==> config.mk <==
export PLATFORM = sky130hd
export DESIGN_NAME = attitude_limit_persistence_monitor
export DESIGN_NICKNAME = d
export VERILOG_FILES = /design/src/hw/rtl/almp_pkg.sv /design/src/hw/rtl/almp_cfg_regs.sv /design/src/hw/rtl/almp_check.sv /design/src/hw/rtl/attitude_limit_persistence_monitor.sv
export SDC_FILE = /design/constraint.sdc
export NUM_CORES = 2
export LEC_CHECK = 0
export ABC_AREA = 1
export ABC_CLOCK_PERIOD_IN_PS = 6100
export BUFFER_PORTS_ARGS = -buffer_cell sky130_fd_sc_hd__buf_2
export CAP_MARGIN = 30
export CORE_ASPECT_RATIO = 1.4
export CORE_MARGIN = 2
export CORE_UTILIZATION = 60
export CTS_CLUSTER_SIZE = 24
export DETAILED_ROUTE_END_ITERATION = 8
export PLACE_DENSITY = 0.83
export REMOVE_ABC_BUFFERS = 1
export SLEW_MARGIN = 20
export SYNTH_ARGS = -nofsm -noshare
export SYNTH_HDL_FRONTEND = slang
export SYNTH_SLANG_ARGS = --single-unit
==> constraint.sdc <==
create_clock -name clk -period 6.1 [get_ports clk]
set_input_delay 0.305 -clock clk [delete_from_list [all_inputs] [get_ports clk]]
set_output_delay 0.305 -clock clk [all_outputs]
set_load 0.02 [all_outputs]
==> src/hw/rtl/almp_pkg.sv <==
// ----------------------------------------------------------------------------
// almp_pkg: shared definitions of the attitude limit persistence monitor
// Widths, codes and word types used by the monitor's modules.
// ----------------------------------------------------------------------------
package almp_pkg;

	localparam int CHANNELS        = 6;
	localparam int SAMPLE_WIDTH    = 16;
	localparam int TIMER_WIDTH     = 32;
	localparam int STEP_WIDTH      = 16;
	localparam int SETTING_WIDTH   = SAMPLE_WIDTH + TIMER_WIDTH;
	localparam int CFG_INDEX_WIDTH = $clog2(CHANNELS);
	localparam int KIND_WIDTH      = $clog2(CHANNELS);

	localparam logic [SETTING_WIDTH-1:0] SETTING_RESET = SETTING_WIDTH'(65535);

	localparam logic CMD_CHECK = 1'b0;
	localparam logic CMD_CLEAR = 1'b1;

	localparam logic [KIND_WIDTH-1:0] KIND_YAW_ANG   = KIND_WIDTH'(0);
	localparam logic [KIND_WIDTH-1:0] KIND_YAW_VEL   = KIND_WIDTH'(1);
	localparam logic [KIND_WIDTH-1:0] KIND_ROLL_ANG  = KIND_WIDTH'(2);
	localparam logic [KIND_WIDTH-1:0] KIND_ROLL_VEL  = KIND_WIDTH'(3);
	localparam logic [KIND_WIDTH-1:0] KIND_PITCH_ANG = KIND_WIDTH'(4);
	localparam logic [KIND_WIDTH-1:0] KIND_PITCH_VEL = KIND_WIDTH'(5);

	typedef logic signed [SAMPLE_WIDTH-1:0] sample_t;
	typedef logic        [SAMPLE_WIDTH-1:0] limit_t;
	typedef logic        [TIMER_WIDTH-1:0]  timer_t;
	typedef logic        [SETTING_WIDTH-1:0] setting_t;
	typedef setting_t [CHANNELS-1:0] setting_arr_t;
	typedef timer_t   [CHANNELS-1:0] timer_arr_t;

	typedef struct packed {
		logic                             command;
		logic [STEP_WIDTH-1:0]            dt_us;
		logic [CHANNELS-1:0][SAMPLE_WIDTH-1:0] readings;
	} in_word_t;

	typedef struct packed {
		logic                  failed;
		logic [KIND_WIDTH-1:0] kind;
		sample_t               value;
		limit_t                limit;
	} result_t;

endpackage

==> src/hw/rtl/almp_cfg_regs.sv <==
// ----------------------------------------------------------------------------
// almp_cfg_regs: channel setting registers
// Holds the limit and persistence setting of each channel; indexes beyond
// the channel count are ignored.
// ----------------------------------------------------------------------------
module almp_cfg_regs (
	input  logic                                  clk,
	input  logic                                  arst_n,
	input  logic                                  cfg_write,
	input  logic [almp_pkg::CFG_INDEX_WIDTH-1:0]  cfg_index,
	input  logic [almp_pkg::SETTING_WIDTH-1:0]    cfg_data,
	output almp_pkg::setting_arr_t                settings
);
	import almp_pkg::*;

	setting_arr_t setting_q;

	always_ff @(posedge clk or negedge arst_n) begin
		if (!arst_n) begin
			for (int ch = 0; ch < CHANNELS; ch++) begin
				setting_q[ch] <= SETTING_RESET;
			end
		end else if (cfg_write) begin
			for (int ch = 0; ch < CHANNELS; ch++) begin
				if (cfg_index == CFG_INDEX_WIDTH'(ch)) begin
					setting_q[ch] <= cfg_data;
				end
			end
		end
	end

	assign settings = setting_q;

endmodule

==> src/hw/rtl/almp_check.sv <==
// ----------------------------------------------------------------------------
// almp_check: persistence timers and limit evaluation
// Compares each channel's magnitude with its limit, advances or clears the
// timers up to the first failing channel, which it picks in priority order.
// ----------------------------------------------------------------------------
module almp_check (
	input  logic                   clk,
	input  logic                   arst_n,
	input  logic                   upd_en,
	input  almp_pkg::in_word_t     word,
	input  almp_pkg::setting_arr_t settings,
	output almp_pkg::result_t      result
);
	import almp_pkg::*;

	timer_arr_t                         timer_q;
	timer_arr_t                         timer_d;
	timer_arr_t                         timer_sat;
	logic [CHANNELS-1:0]                exceed;
	logic [CHANNELS-1:0]                hit;
	logic [CHANNELS-1:0][SAMPLE_WIDTH:0] mag;
	logic [CHANNELS-1:0][TIMER_WIDTH:0]  sum;
	result_t                            res;

	always_comb begin
		for (int ch = 0; ch < CHANNELS; ch++) begin
			if (word.readings[ch][SAMPLE_WIDTH-1]) begin
				mag[ch] = (SAMPLE_WIDTH+1)'(0)
					- {word.readings[ch][SAMPLE_WIDTH-1], word.readings[ch]};
			end else begin
				mag[ch] = {1'b0, word.readings[ch]};
			end
			exceed[ch] = mag[ch] > {1'b0, settings[ch][SAMPLE_WIDTH-1:0]};
			sum[ch] = {1'b0, timer_q[ch]} + (TIMER_WIDTH+1)'(word.dt_us);
			timer_sat[ch] = sum[ch][TIMER_WIDTH] ? '1 : sum[ch][TIMER_WIDTH-1:0];
			hit[ch] = exceed[ch]
				&& (timer_sat[ch] >= settings[ch][SETTING_WIDTH-1:SAMPLE_WIDTH]);
		end
	end

	always_comb begin
		logic stop;
		stop    = 1'b0;
		res     = '0;
		timer_d = timer_q;
		if (word.command == CMD_CLEAR) begin
			timer_d = '0;
		end else begin
			for (int ch = 0; ch < CHANNELS; ch++) begin
				if (!stop) begin
					if (exceed[ch]) begin
						timer_d[ch] = timer_sat[ch];
						if (hit[ch]) begin
							stop       = 1'b1;
							res.failed = 1'b1;
							res.kind   = KIND_WIDTH'(ch);
							res.value  = sample_t'(word.readings[ch]);
							res.limit  = settings[ch][SAMPLE_WIDTH-1:0];
						end
					end else begin
						timer_d[ch] = '0;
					end
				end
			end
		end
	end

	always_ff @(posedge clk or negedge arst_n) begin
		if (!arst_n) begin
			timer_q <= '0;
		end else if (upd_en) begin
			timer_q <= timer_d;
		end
	end

	assign result = res;

`ifndef ASSERT_OFF
	a_clear_zeroes: assert property (@(posedge clk) disable iff (!arst_n)
		(upd_en && word.command == CMD_CLEAR) |=> (timer_q == '0))
		else $error("timers not cleared by clear command");

	a_hold_idle: assert property (@(posedge clk) disable iff (!arst_n)
		!upd_en |=> $stable(timer_q))
		else $error("timers changed without an update");

	a_first_in_range: assert property (@(posedge clk) disable iff (!arst_n)
		(upd_en && word.command == CMD_CHECK && !exceed[0]) |=> (timer_q[0] == '0))
		else $error("first channel timer not cleared within limit");
`endif

endmodule

==> src/hw/rtl/attitude_limit_persistence_monitor.sv <==
// ----------------------------------------------------------------------------
// attitude_limit_persistence_monitor: attitude limit persistence monitor
// Top level: input register, evaluation pass and result register.
// ----------------------------------------------------------------------------
// The monitor takes one word per clock cycle while its result is not stalled.
// An accepted word is held in the input register and evaluated against the
// six channel timers in one pass; its result and out_valid are registered
// when the word leaves the input register, which also updates the timers. A
// stalled result holds the input register, so at most one more word enters
// before in_ready drops. Settings are to be written through the plain write
// port while no word is in flight; the block itself does not enforce this.
module attitude_limit_persistence_monitor (
	input  logic                                 clk,
	input  logic                                 arst_n,
	input  logic                                 cfg_write,
	input  logic [almp_pkg::CFG_INDEX_WIDTH-1:0] cfg_index,
	input  logic [almp_pkg::SETTING_WIDTH-1:0]   cfg_data,
	input  logic                                 in_valid,
	output logic                                 in_ready,
	input  logic                                 command,
	input  logic [almp_pkg::STEP_WIDTH-1:0]      dt_us,
	input  logic signed [almp_pkg::SAMPLE_WIDTH-1:0] yaw_ang,
	input  logic signed [almp_pkg::SAMPLE_WIDTH-1:0] yaw_vel,
	input  logic signed [almp_pkg::SAMPLE_WIDTH-1:0] roll_ang,
	input  logic signed [almp_pkg::SAMPLE_WIDTH-1:0] roll_vel,
	input  logic signed [almp_pkg::SAMPLE_WIDTH-1:0] pitch_ang,
	input  logic signed [almp_pkg::SAMPLE_WIDTH-1:0] pitch_vel,
	output logic                                 out_valid,
	input  logic                                 out_ready,
	output logic                                 failed,
	output logic [almp_pkg::KIND_WIDTH-1:0]      failure_kind,
	output logic signed [almp_pkg::SAMPLE_WIDTH-1:0] reported_value,
	output logic [almp_pkg::SAMPLE_WIDTH-1:0]    reported_limit
);
	import almp_pkg::*;

	setting_arr_t settings;
	in_word_t     in_word;
	in_word_t     word_s1;
	logic         valid_s1;
	logic         adv;
	result_t      res;
	result_t      res_s2;
	logic         valid_s2;

	always_comb begin
		in_word.command   = command;
		in_word.dt_us     = dt_us;
		in_word.readings  = '0;
		in_word.readings[KIND_YAW_ANG]   = yaw_ang;
		in_word.readings[KIND_YAW_VEL]   = yaw_vel;
		in_word.readings[KIND_ROLL_ANG]  = roll_ang;
		in_word.readings[KIND_ROLL_VEL]  = roll_vel;
		in_word.readings[KIND_PITCH_ANG] = pitch_ang;
		in_word.readings[KIND_PITCH_VEL] = pitch_vel;
	end

	assign adv      = valid_s1 && (!valid_s2 || out_ready);
	assign in_ready = !valid_s1 || adv;

	almp_cfg_regs u_cfg_regs (
		.clk       (clk),
		.arst_n    (arst_n),
		.cfg_write (cfg_write),
		.cfg_index (cfg_index),
		.cfg_data  (cfg_data),
		.settings  (settings)
	);

	almp_check u_check (
		.clk      (clk),
		.arst_n   (arst_n),
		.upd_en   (adv),
		.word     (word_s1),
		.settings (settings),
		.result   (res)
	);

	always_ff @(posedge clk or negedge arst_n) begin
		if (!arst_n) begin
			valid_s1 <= 1'b0;
			valid_s2 <= 1'b0;
		end else begin
			valid_s1 <= (in_valid && in_ready) || (valid_s1 && !adv);
			valid_s2 <= adv || (valid_s2 && !out_ready);
		end
	end

	always_ff @(posedge clk) begin
		if (in_valid && in_ready) begin
			word_s1 <= in_word;
		end
		if (adv) begin
			res_s2 <= res;
		end
	end

	assign out_valid      = valid_s2;
	assign failed         = res_s2.failed;
	assign failure_kind   = res_s2.kind;
	assign reported_value = res_s2.value;
	assign reported_limit = res_s2.limit;

`ifndef ASSERT_OFF
	a_ready_when_empty: assert property (@(posedge clk) disable iff (!arst_n)
		!valid_s1 |-> in_ready)
		else $error("input stalled with an empty input register");

	a_pass_zero_fields: assert property (@(posedge clk) disable iff (!arst_n)
		(out_valid && !failed) |->
			(failure_kind == '0 && reported_value == '0 && reported_limit == '0))
		else $error("passing result carries nonzero fields");

	a_kind_range: assert property (@(posedge clk) disable iff (!arst_n)
		(out_valid && failed) |-> (failure_kind <= KIND_PITCH_VEL))
		else $error("failure kind out of range");
`endif

endmodule

Word-level counts from Yosys, hierarchy flattened
Cells that the tools add are included.
{"block": "totals", "out_inout_bits": 38, "reg_bits": 631, "in_bits": 169, "wordCells": 152}
{"block": "classes", "n_reduce_logical": 30, "n_addsub": 12, "n_eq_ne": 10, "order_cmp": 12, "n_mux": 62}
{"operator": "36-bit two-way mux", "n": 19}
{"operator": "32-bit two-way mux", "n": 17}
{"operator": "32-bit by 16-bit adder with 33-bit output", "n": 6}
{"operator": "32-bit >= comparator", "n": 6}
{"operator": "192-bit two-way mux", "n": 1}
{"operator": "17-bit by 16-bit greater-than comparator with 1-bit output", "n": 6}
{"operator": "17-bit two-way mux", "n": 6}
{"operator": "1-bit by 16-bit subtractor with 17-bit output (first input constant)", "n": 6}
{"operator": "2-bit AND reduction", "n": 11}
{"operator": "1-bit two-way mux", "n": 19}
{"operator": "1-bit logical AND", "n": 10}
{"operator": "2-bit != test (second input constant)", "n": 5}
{"operator": "3-bit by 2-bit == test with 1-bit output (second input constant)", "n": 2}
{"operator": "3-bit == test (second input constant)", "n": 2}
{"operator": "1-bit logical NOT", "n": 4}
{"operator": "1-bit logical OR", "n": 4}
{"operator": "3-bit by 1-bit == test with 1-bit output (second input constant)", "n": 1}
{"operator": "3-bit logical NOT", "n": 1}

Depth between registers and ports, before layout
{"block": "logic_depth", "depth_word": 23, "depth_mapped": 35, "mapped_depth_nobuf": 32}

Modules after synthesis
A second synthesis with hierarchy kept.
{"block": "hier_totals", "cells_unflattened": 5802, "area_unflattened_um2": 43281.5}
{"module": "almp_check", "area_per_inst_um2": 27436.3, "seq_area_each_um2": 4804.6, "instances": 1, "cells_per_inst": 4386}
{"module": "almp_cfg_regs", "area_per_inst_um2": 11275.8, "seq_area_each_um2": 7327.0, "instances": 1, "cells_per_inst": 1255}
{"module": "attitude_limit_persistence_monitor", "area_per_inst_um2": 4569.4, "seq_area_each_um2": 4524.3, "instances": 1, "cells_per_inst": 161}

Worst setup path before layout
Ideal clock, no wire load.
{"block": "synth_timing", "path_type": "reg2reg", "start": "register word_s1[96] (netlist name)", "end": "register res_s2, in the netlist reported_limit[10] (data pin)", "path_slack_ns": 1.723, "arrival_ns": 4.119, "stages_incl_launch_ff": 35, "n_path_buf": 3, "synth_period_minus_slack_ns": 4.377, "required_ns": 5.841, "setup_ns": 0.259, "path_cell_list": "edfxtp_1 -> ha_1 -> fa_1 -> nand2_1 -> nand3_1 -> o21ai_1 -> inv_1 -> a21oi_1 -> nand3b_1 -> a21oi_1 -> inv_1 -> nor2_4 -> buf_4 -> nor2_1 -> inv_1 -> ha_1 -> nand2_1 -> nor2_1 -> and2_1 -> nand2_1 -> nand2_1 -> nor2_1 -> nand2_1 -> nand2_1 -> nand2_2 -> nand2_4 -> nand2_4 -> nor2_8 -> nand3_2 -> buf_6 -> buf_2 -> o21ai_0 -> inv_1 -> nand2_1 -> a21oi_1"}
{"block": "synth_via", "elab_chain_len": 23, "elab_cells_between_ends": 62, "classes_between": "6 x add/sub; 6 x order compare; 44 x mux; 6 x reduce/logical"}
{"item": "start: declaration", "line_no": "attitude_limit_persistence_monitor.sv:39", "rtl": "in_word_t word_s1;"}
{"item": "start signal: assignment", "line_no": "attitude_limit_persistence_monitor.sv:91", "rtl": "word_s1 <= in_word;"}
{"item": "32-bit by 16-bit adder with 33-bit output", "line_no": "almp_check.sv:34", "rtl": "sum[ch] = {1'b0, timer_q[ch]} + (TIMER_WIDTH+1)'(word.dt_us);"}
{"item": "32-bit two-way mux", "line_no": "almp_check.sv:35", "rtl": "timer_sat[ch] = sum[ch][TIMER_WIDTH] ? '1 : sum[ch][TIMER_WIDTH-1:0];"}
{"item": "32-bit >= comparator", "line_no": "almp_check.sv:37", "rtl": "&& (timer_sat[ch] >= settings[ch][SETTING_WIDTH-1:SAMPLE_WIDTH]);"}
{"item": "1-bit logical AND", "line_no": "almp_check.sv:37"}
{"item": "36-bit two-way mux", "line_no": "almp_check.sv:53", "rtl": "if (hit[ch]) begin"}
{"item": "36-bit two-way mux", "line_no": "almp_check.sv:51", "rtl": "if (exceed[ch]) begin"}
{"item": "36-bit two-way mux", "line_no": "almp_check.sv:46", "rtl": "if (word.command == CMD_CLEAR) begin"}
{"item": "36-bit two-way mux", "line_no": "almp_check.sv:53"}
{"item": "[... 7 more ...]"}
{"item": "36-bit two-way mux", "line_no": "almp_check.sv:51"}
{"item": "36-bit two-way mux", "line_no": "almp_check.sv:50", "rtl": "if (!stop) begin"}
{"item": "36-bit two-way mux", "line_no": "almp_check.sv:53"}
{"item": "36-bit two-way mux", "line_no": "almp_check.sv:51"}
{"item": "36-bit two-way mux", "line_no": "almp_check.sv:50"}
{"item": "36-bit two-way mux", "line_no": "almp_check.sv:53"}
{"item": "36-bit two-way mux", "line_no": "almp_check.sv:51"}
{"item": "36-bit two-way mux (*)", "line_no": "almp_check.sv:50"}
{"item": "end signal: assignment", "line_no": "attitude_limit_persistence_monitor.sv:94", "rtl": "res_s2 <= res;"}
{"item": "end: declaration", "line_no": "attitude_limit_persistence_monitor.sv:43", "rtl": "result_t res_s2;"}
Every way passes the cells marked *; elsewhere a longest branch is shown, timed or not. The select of a mux whose other input is x is not followed.
A chain may end at the register's enable or synchronous reset.

Final worst setup path
{"block": "layout_timing", "start": "register word_s1[96] (netlist name)", "end": "register res_s2, in the netlist reported_limit[11] (data pin)"}
Same word-level chain as after synthesis.

==> out/results.tsv <==
metric	value	unit
synth_edf_count	149	
status	finished clean	
drc_errors	0	
nNetsFinal	6125	
vdd_drop_max	0.286	mV
power_density	316	nW/um^2
die_h	314	um
rows	113	
synth_top_cell_area_share	23.5	%
rsz0062_at_grt	no	
track_usage	39.5	%
synthTopCellsByArea	dfrtp_1 (23%), ha_1 (12%), nand2_1 (11%)	
yosysWarnings	0	
grt_antenna_before_repair	14	
worstPathArrival	6.25	ns
gp_congestion	1.05	
synth_common_cells	nand2_1 (1241), inv_1 (799), o21ai_0 (585)	
ys_types	61	
critPathCaptureType	register	
overflow	0	
ant_nets	0	
grt_max_degree	181	
port_buffers	206	
dp_hpwl	99.8	mm
path_max_fanout	32	
multi_input_area	20900	um^2
ys_ff_latch	631	
cts_inserted_buffers	68	
postSynthAreaPerCell	7.83	um^2
worst_pin_slew	1.09	ns
drt-total-wl	139	mm
max_cap_violations	0	
wire_per_inst	21.4	um
setup_tns	0	ns
fp.dieArea	70700	um^2
synth_flop_cell	dfrtp_1	
p_leak	22.9	nW
viasPerCell	5.85	
fill_cells	5568	
setup_viol	0	
start_kind	register	
slew_viol_final	0	
area_delta_synth_final	13.7	%
min_period_over_period	96.3	%
clk_path_buf_depth	3	
drive_gt1_share	10.1	%
synth-async-reset-ratio	76.4	%
path_class	register to register	
clkLatencyLatePin	0.65	ns
period_minus_slack	5.87	ns
cts_tree	built	
die_w	225	um
hold_class	input port to register	
grt_pass1_wl	210	mm
pin_count	207	
cts.sinks	631	
yosys.area.top_type	dfrtp_1	
initial_core_util	60.6	%
slowest_delay	0.55	ns
placed_cell_area	43100	um^2
finalInstanceArea	46800	um^2
max_slew_margin	27.3	%
clock-root-buffer	clkbuf_16	
final_core_util	68.9	%
coreArea	67900	um^2
seqCellArea	16700	um^2
clock_skew	0.0280	ns
cp_slowest_cell	edfxtp_1	
ys_seq_area_share	40.5	%
synth_cells	5255	
dr.pass1.iters	6	
route.vias.total	37900	
first_iter_violations	3538	
hold_viol_final	0	
clkSlewWorstSetupHoldPaths	0.06	ns
hold_ws	0.129	ns
cts.htree.levels	3	
cp.required	6.48	ns
grt_pass1_vias	37800	
yosysMostFrequentCell	nand2_1	
syn_area	41100	um^2
fmax	170	MHz
power by group:
| part | switching [mW] | internal, mW | leakage, nW |
|---|---|---|---|
| logic | 2.95 | 1.82 | 14.2 |
| registers | 0.532 | 5.03 | 7.53 |
| clock network | 1.82 | 2.65 | 1.15 |
worst max-delay path: cells and delay by family (launching register included):
family / cells / cell delay [ns]
fa+ha+maj: 3 / 1.01
simple gates: 15 / 2.00
buf+inv: 5 / 1.21
compound gates: 5 / 0.83
flops: 1 / 0.55
state kept, by name, summed over array words and instances, names as in the netlist:
| signal | count |
|---|---|
| reported_value | 16 |
| u_check.timer_q | 192 |
| word_s1 | 113 |
| u_cfg_regs.settings | 288 |
| out_valid | 1 |
| reported_limit | 16 |
| failure_kind | 3 |
| failed | 1 |
| valid_s1 | 1 |
per-stage QoR:
stage                     setup WS (ns)  total power [mW]  cells
after floorplan                   0.736              8.75   5110
after global placement            0.455              10.0   6226
after detailed placement          0.268              10.2   6226
after CTS                         0.276              14.7   6463
after global routing             0.0135              15.7   6480
final                             0.227              14.8   6489
routing by layer:
| metal | GRT usage (%) | wire [um] | vias up |
|---|---|---|---|
| li1 | - | - | 17900 |
| met1 | 41.6 | 47200 | 17700 |
| met2 | 63.9 | 63800 | 1772 |
| met3 | 9.36 | 11600 | 637 |
| met4 | 39.1 | 16100 | 6 |
| met5 | 0 | 47 | - |
path summary, 6_finish.rpt:
kind	from	end	slack, ns	cells past startpoint
min in group asynchronous	arst_n	u_check.timer_q[91]$_DFFE_PN0P_	0.28	2
worst max-delay path	word_s1[96]$_DFFE_PP_	reported_limit[11]$_SDFFCE_PP0P_	0.23	28
worst max register to register	word_s1[96]$_DFFE_PP_	reported_limit[11]$_SDFFCE_PP0P_	0.23	28
max in group asynchronous	arst_n	valid_s1$_DFF_PN0_	4.32	3
worst min-delay path	cfg_data[2]	u_cfg_regs.settings[2]$_DFFE_PN1P_	0.13	3
worst min register to register	u_cfg_regs.settings[115]$_DFFE_PN0P_	u_cfg_regs.settings[115]$_DFFE_PN0P_	0.48	2
cell families (layout without fill, tap and decap cells):
kind of cell | Yosys count | after routing | share of synthesized area, %
simple gates | 2091 | 2092 | 21.7
flops | 631 | 631 | 40.5
xor+xnor | 157 | 157 | 3.34
fa+ha+maj | 396 | 396 | 12.2
other cells | 0 | 17 | 0
compound gates | 1028 | 1028 | 13.4
buf+inv | 952 | 1306 | 8.97
layout make-up:
type | count | area share, %
antenna | 17 | 0.0910
clock buffer | 91 | 4.13
clock inverter | 29 | 0.877
inverter | 807 | 6.49
multi-input combinational | 3673 | 44.6
sequential | 631 | 35.6
tap | 862 | 2.31
timing repair buffer | 378 | 5.88
timing repair inverter | 1 | 0.0161
cells in the final DEF, fill, tap and decap left out, drive strengths merged, types with 17 or more instances in the layout:
cell type	n
a21oi	286
a22o	30
buf	261
clkbuf	91
dfrtp	386
dfstp	96
diode	17
dlygate4sd3	117
edfxtp	149
ha	390
inv	808
nand2	1254
nand3	277
nand4	73
nor2	317
nor3	85
nor4	31
o21ai	627
o22ai	19
or2	40
xnor2	39
xor2	118
what timing repair did:
action / in CTS / in global routing
setup buffers: 0 / 2
hold buffers: 117 / 0
resized for setup: 0 / 7
endpoints found under the setup margin: 0 / 69
endpoints found under the hold margin: 223 / 0
No activity file was read; power rests on OpenSTA's default activity.
